--- config.mk ---
export PLATFORM = sky130hd
export DESIGN_NAME = fde_cfg
export DESIGN_NICKNAME = d
export VERILOG_FILES = /design/src/fde_pkg.sv /design/src/fde_cfg.sv
export SDC_FILE = /design/constraint.sdc
export NUM_CORES = 1
export LEC_CHECK = 0
export BUFFER_PORTS_ARGS = -buffer_cell sky130_fd_sc_hd__buf_2
export CORE_MARGIN = 2
export CORE_UTILIZATION = 35
export DETAILED_ROUTE_END_ITERATION = 7
export GPL_TIMING_DRIVEN = 0
export PLACE_DENSITY = 0.74
export SETUP_SLACK_MARGIN = 0.4
export SLEW_MARGIN = 25
export SYNTH_ARGS = -nofsm -noshare
export SYNTH_HDL_FRONTEND = slang
export SYNTH_SLANG_ARGS = --single-unit
--- constraint.sdc ---
create_clock -name clk -period 0.9 [get_ports clk]
set_input_delay 0.09 -clock clk [delete_from_list [all_inputs] [get_ports clk]]
set_output_delay 0.09 -clock clk [all_outputs]
set_load 0.02 [all_outputs]
--- src/fde_pkg.sv ---
// Shared types, register codes and a saturation helper for the feedback delay echo.
package fde_pkg;

  localparam int SAMPLE_W = 16;
  localparam int GAIN_W   = 7;
  localparam int CFG_AW   = 4;
  localparam int CFG_DW   = 32;

  // Scaling shift for gains given in 128ths, and the shortest delay allowed.
  localparam int GAIN_SHIFT = 7;
  localparam int MIN_DELAY  = 100;

  localparam logic [1:0] REG_DELAY_TIME    = 2'd0;
  localparam logic [1:0] REG_FEEDBACK_GAIN = 2'd1;
  localparam logic [1:0] REG_WET_MIX       = 2'd2;

  typedef struct packed {
    logic [GAIN_W-1:0] delay_time;
    logic [GAIN_W-1:0] feedback_gain;
    logic [GAIN_W-1:0] wet_mix;
  } cfg_t;

  // Clamp an 18-bit signed sum to the 16-bit sample range.
  function automatic logic signed [SAMPLE_W-1:0] sat16(input logic signed [SAMPLE_W+1:0] v);
    logic signed [SAMPLE_W-1:0] res;
    if (v > 18'sd32767) begin
      res = 16'sh7fff;
    end else if (v < -18'sd32768) begin
      res = 16'sh8000;
    end else begin
      res = v[SAMPLE_W-1:0];
    end
    return res;
  endfunction

endpackage

--- src/fde_cfg.sv ---
// APB-style register file holding delay time, feedback gain and wet mix.
module fde_cfg (
  input  logic                        clk,
  input  logic                        rst_n,
  input  logic                        psel,
  input  logic                        penable,
  input  logic                        pwrite,
  input  logic [fde_pkg::CFG_AW-1:0]  paddr,
  input  logic [fde_pkg::CFG_DW-1:0]  pwdata,
  output logic [fde_pkg::CFG_DW-1:0]  prdata,
  output logic                        pready,
  output fde_pkg::cfg_t               cfg
);
  import fde_pkg::*;

  cfg_t       cfg_r;
  cfg_t       cfg_nxt;
  logic       wr_en;
  logic [1:0] reg_idx;

  assign pready  = 1'b1;
  assign wr_en   = psel & penable & pwrite & pready;
  assign reg_idx = paddr[3:2];

  always_comb begin
    cfg_nxt = cfg_r;
    if (wr_en) begin
      case (reg_idx)
        REG_DELAY_TIME:    cfg_nxt.delay_time    = pwdata[GAIN_W-1:0];
        REG_FEEDBACK_GAIN: cfg_nxt.feedback_gain = pwdata[GAIN_W-1:0];
        REG_WET_MIX:       cfg_nxt.wet_mix       = pwdata[GAIN_W-1:0];
        default:           cfg_nxt = cfg_r;
      endcase
    end
  end

  always_ff @(posedge clk) begin
    if (!rst_n) begin
      cfg_r <= '0;
    end else begin
      cfg_r <= cfg_nxt;
    end
  end

  always_comb begin
    case (reg_idx)
      REG_DELAY_TIME:    prdata = CFG_DW'(cfg_r.delay_time);
      REG_FEEDBACK_GAIN: prdata = CFG_DW'(cfg_r.feedback_gain);
      REG_WET_MIX:       prdata = CFG_DW'(cfg_r.wet_mix);
      default:           prdata = '0;
    endcase
  end

  assign cfg = cfg_r;

endmodule

==> results.py, run 1 <==
metrics = {
    "clock_tree": {
        "cts_made_buffers": 3,
        "root_buffer": "clkbuf_4",
        "clockBufferDepth": 2,
        "htree_levels": 1,
        "cts.clk_slew.worst_paths_ps": 120,
        "clk_latency_ps": 300,
        "cts.sink_count": 21,
        "cts_tree": "built",
    },
    "layout": {
        "post-route-util_pct": 67.1,
        "register_area_um2": 477,
        "drive_gt1_share_pct": 62.9,
        "area_growth_pct": 79.8,
        "layout_common_cells": "buf_6, nand2_1, buf_4",
        "layout_commonest_cell": "buf_6",
        "num_antenna_cells": 0,
        "nets": 255,
        "largest_reg_flops": 21,
        "fill_cells": 278,
        "multi_input_area_um2": 687,
    },
    "setup_path": {
        "crit_type": "reg2out",
        "path_cells": "mux2i_1, o21ai_2, buf_6",
        "required_ps": 810,
        "r2r_end": "cfg[11]",
        "r2r_slack_ps": 100,
        "critPathLaunchType": "flop",
        "r2r_cells": 4,
        "cpPeakStageDelay_ps": 360,
        "r2r_start": "cfg[11]",
        "crit_path_top_delay_cell": "dfxtp_4",
        "worst_setup_path_end_kind": "output pin",
        "critPathArrivalTime_ps": 1050,
        "critPathMaxFanout": 2,
    },
    "power": {
        "ir_drop_mv": 0.622,
        "power_mw": 1.84,
        "p_leak_nw": 1.00,
        "power_density_nw_per_um2": 884,
    },
    "yosys": {
        "ys_ff_latch": 21,
        "synth_area_per_cell_um2": 8.84,
        "syn_inst": 131,
        "yosysSeqAreaShare_pct": 36.3,
        "synth_area_um2": 1160,
        "yosysWarnings": 0,
        "yosysUniqueCellTypes": 14,
    },
    "detailed_routing": {
        "wire_per_inst_um": 11.9,
        "drc": 0,
        "post_drt_via_cell_ratio": 4.13,
        "first_pass_iters": 4,
        "drt_iter0_markers": 11,
        "drt-total-wl_um": 3070,
        "vias": 1061,
        "ant_nets": 0,
    },
    "outcome": {
        "violations": "negative setup slack",
        "status": "complete, but fails checks",
    },
    "placed_design": {
        "gp_congestion": 0.720,
        "pre_cts_slack_ps": -286,
        "hpwl_um": 1970,
        "portBuffers": 40,
    },
    "min_path": {
        "hold_depth": 3,
        "holdCritPathClass": "in2reg",
        "hold_end": "cfg[9]",
        "hp-start": "pwdata[2]",
    },
    "global_routing": {
        "track_usage_pct": 16.6,
        "grt_pass1_wl_um": 4510,
        "grt_max_degree": 13,
        "antenna_found_initial": 0,
        "grt_overflow": 0,
        "grt_pass1_vias": 997,
    },
    "timing": {
        "setup_ws_ps": -242,
        "hold_viol": 0,
        "finalCriticalPeriod_ps": 1140,
        "report.final.setup_viol": 16,
        "rsz0062_at_grt": "yes",
        "min_period_over_period_pct": 127,
        "max_freq_mhz": 876,
        "clock_skew_ps": 0,
        "slew_violations": 0,
    },
    "floorplan": {
        "ios": 95,
        "coreArea_um2": 3100,
        "dieArea_um2": 3790,
        "die_h_um": 61.5,
        "row_count": 20,
        "start_util_pct": 37.3,
        "die_w_um": 61.5,
    },
    "job": {
        "cap_viol_max_count": 0,
    },
}
[area by class of cell]
class | instances | share of cell area [%]
multi-input cells | 101 | 33.0
repair buffers | 54 | 27.1
flip-flops and latches | 21 | 22.9
plain buffers | 33 | 13.1
well taps | 44 | 2.64
clock buffers | 3 | 1.08
clock inverters | 1 | 0.240
[metrics by stage]
step	cell area (um2)	setup TNS, ps	instances	hold slack (ps)
final	2080	-2600	257	62.9
after global routing	2080	-3460	257	63.0
after CTS	1950	-1990	250	61.2
after detailed placement	1620	-6090	239	394
after global placement	1620	-5730	239	392
after floorplan	1360	0	155	262
[worst max-delay path: cells and delay by family (launching register included)]
| family | cells | cell delay (ps) |
|---|---|---|
| buffers and inverters | 1 | 130 |
| AOI/OAI and AO/OA | 1 | 80 |
| muxes | 1 | 180 |
| DFF | 1 | 360 |
[report_power, final]
part | internal [mW] | total, mW | switching, mW
Clock | 0.166 | 0.452 | 0.286
Sequential | 0.911 | 0.922 | 0.0111
Combinational | 0.216 | 0.468 | 0.251
[cell usage after synthesis]
cell type	instances	area [um2]
mux2i_1	28	280
nor3_4	1	16.3
clkbuf_1	1	3.75
nand2_1	35	131
dfxtp_1	21	420
buf_4	26	195
or3b_1	1	8.76
nand3_2	1	10.0
nor2b_1	1	6.26
conb_1	2	7.51
nor3b_1	1	7.51
o21ai_0	7	35.0
buf_2	5	25.0
buf_6	1	11.3
[cell families after synthesis]
group | Yosys count | synth area share (%)
simple gates | 40 | 15.6
flops | 21 | 36.3
compound gates | 7 | 3.02
other cells | 2 | 0.648
buf+inv | 33 | 20.3
mux | 28 | 24.2
[how the worst max path moves through the flow]
stage	startpoint	end	cells past startpoint
6_report	cfg[11]	prdata[4]	3
5_1_grt	cfg[11]	prdata[4]	3
4_1_cts	cfg[9]	prdata[2]	3
3_5_place_dp	paddr[3]	cfg[18]	4
3_3_place_gp	paddr[3]	cfg[14]	4
2_1_floorplan	pwrite	cfg[7]	4
[per-layer routing]
| layer | up-vias | track usage (%) | wire, um |
|---|---|---|---|
| li1 | 541 | - | - |
| met1 | 477 | 20.9 | 1360 |
| met2 | 39 | 28.9 | 1540 |
| met3 | 4 | 2.52 | 137 |
| met4 | 0 | 5.47 | 27 |
| met5 | - | 0 | 0 |
[what timing repair did]
item	CTS	global route
buffers inserted	7	7
resized for setup	75	22
gates cloned	0	0
setup endpoints to repair	49	49
hold buffers	0	0
pin swaps	10	2
Power figures use the tool's default switching activity.
==> inputs of run 2 (changes only) <==
==> constraint.sdc (replaced) <==
create_clock -name clk -period 1.05 [get_ports clk]
set_input_delay 0.105 -clock clk [delete_from_list [all_inputs] [get_ports clk]]
set_output_delay 0.105 -clock clk [all_outputs]
set_load 0.02 [all_outputs]
==> run 2 against run 1 <==
Compared with the run above:
- the flow still finishes with violations (negative setup slack)
- clock-buffer cell count unchanged
- non-clock buffer count rose by 3
- final cell count increased by 1.2%
- sequential power down 14%
- clock skew is the same
- hold slack gained 23 ps
- total power is 14% lower
- flip-flop and latch count is the same
- register-to-register slack better by 260 ps
- sequential share of layout area decreased by 0.18 points
==> results.py, run 2 (synthesized netlist as in run 1, its figures left out) <==
metrics = {
    "outcome": {
        "status": "complete, but fails checks",
        "violations": "negative setup slack",
    },
    "global_routing": {
        "track_usage_pct": 16.0,
        "grt_pass1_vias": 1002,
        "grt_overflow": 0,
        "antenna_found_initial": 0,
        "grt_pass1_wl_um": 4460,
        "grt_max_degree": 13,
    },
    "timing": {
        "fin_hold_ws_ps": 85.7,
        "rsz0062_at_grt": "yes",
        "setup_ws_ps": -133,
        "max_freq_mhz": 845,
        "slew_violations": 0,
        "report.final.setup_viol": 7,
        "finalCriticalPeriod_ps": 1180,
        "min_period_over_period_pct": 113,
        "hold_viol": 0,
        "clock_skew_ps": 0,
    },
    "detailed_routing": {
        "drt_iter0_markers": 27,
        "vias": 1081,
        "wire_per_inst_um": 11.9,
        "drt-total-wl_um": 3080,
        "post_drt_via_cell_ratio": 4.16,
        "first_pass_iters": 4,
        "ant_nets": 0,
        "drc": 0,
    },
    "layout": {
        "layout_commonest_cell": "buf_6",
        "post-route-util_pct": 67.7,
        "layout_common_cells": "buf_6, buf_4, nand2_1",
        "fin_area_um2": 2100,
        "stdcell_count": 260,
        "area_growth_pct": 81.2,
        "nets": 258,
        "drive_gt1_share_pct": 62.0,
        "register_area_um2": 477,
        "fill_cells": 264,
        "largest_reg_flops": 21,
        "multi_input_area_um2": 661,
        "num_antenna_cells": 0,
    },
    "floorplan": {
        "start_util_pct": 37.3,
        "die_w_um": 61.5,
        "coreArea_um2": 3100,
        "die_h_um": 61.5,
        "ios": 95,
        "row_count": 20,
        "dieArea_um2": 3790,
    },
    "power": {
        "ir_drop_mv": 0.702,
        "power_density_nw_per_um2": 756,
        "p_leak_nw": 1.03,
        "power_mw": 1.59,
    },
    "job": {
        "cap_viol_max_count": 0,
    },
    "setup_path": {
        "critPathTopFamily": "flip-flops",
        "crit_type": "reg2out",
        "critPathMaxFanout": 3,
        "required_ps": 940,
        "worst_setup_path_end_kind": "output pin",
        "critPathArrivalTime_ps": 1080,
        "path_cells": "mux2i_2, o21ai_2, buf_6",
        "worst-path-buf-inv": 1,
        "cpPeakStageDelay_ps": 380,
        "critPathLaunchType": "flop",
        "crit_path_top_delay_cell": "dfxtp_4",
    },
    "clock_tree": {
        "cts_made_buffers": 3,
        "clockBufferDepth": 2,
        "root_buffer": "clkbuf_4",
        "cts.clk_slew.worst_paths_ps": 120,
        "cts_tree": "built",
        "cts.sink_count": 21,
        "htree_levels": 1,
        "clk_latency_ps": 300,
    },
    "placed_design": {
        "gp_congestion": 0.727,
        "placed_area_um2": 1610,
        "dpl.cell_count": 239,
        "portBuffers": 40,
        "hpwl_um": 1930,
    },
    "min_path": {
        "holdCritPathClass": "in2reg",
    },
}
==> run 2: worst paths after layout <==
| path | slack, ps | cells after the start | startpoint | to |
|---|---|---|---|---|
| max | -130 | 3 | cfg[17] | prdata[3] |
| min | 90 | 3 | pwdata[3] | cfg[10] |
| max reg2reg | 360 | 3 | cfg[5] | cfg[5] |
| min reg2reg | 480 | 2 | cfg[0] | cfg[0] |
==> run 2: where the power goes <==
group	switching [mW]	total [mW]	internal, mW
Combinational	0.215	0.416	0.200
Sequential	0.00921	0.790	0.780
Clock	0.240	0.381	0.142
Total	0.464	1.59	1.12
==> run 2: final cells by class <==
type | count | share of cell area [%]
flip-flops and latches | 21 | 22.7
plain buffers | 33 | 13.2
repair buffers | 57 | 28.7
well taps | 44 | 2.62
multi-input cells | 101 | 31.5
clock inverters | 1 | 0.238
clock buffers | 3 | 1.07
==> run 2: repair_timing <==
action,in CTS,in global routing
cloned,0,0
endpoints found under the hold margin,0,0
endpoints found under the setup margin,49,49
pin swaps,10,2
setup buffers,10,7
hold buffers,0,0
gates resized for setup,77,19
==> run 2: worst register-to-register path: cells and delay by family (launching register included) <==
family,cells,cell delay (ps)
flip-flops,1,360
multiplexers,1,120
buffers and inverters,1,100
AND/OR/NAND/NOR,1,40
==> run 2: metal layers <==
metal | share of wire, % | track usage [%] | vias to the layer above | routed length [um]
li1 | - | - | 548 | -
met1 | 39 | 19.1 | 496 | 1210
met3 | 6.2 | 3.15 | 0 | 190
met2 | 54 | 29.5 | 37 | 1680
met5 | 0 | 0 | - | 0
met4 | 0 | 3.65 | 0 | 0
==> run 2: stage by stage <==
| stage | setup WS (ps) | TNS (ps) |
|---|---|---|
| finish | -133 | -598 |
| global route | -173 | -985 |
| CTS | -94.3 | -599 |
| detailed placement | -167 | -2330 |
| global placement | -159 | -1910 |
| floorplan | 141 | 0 |
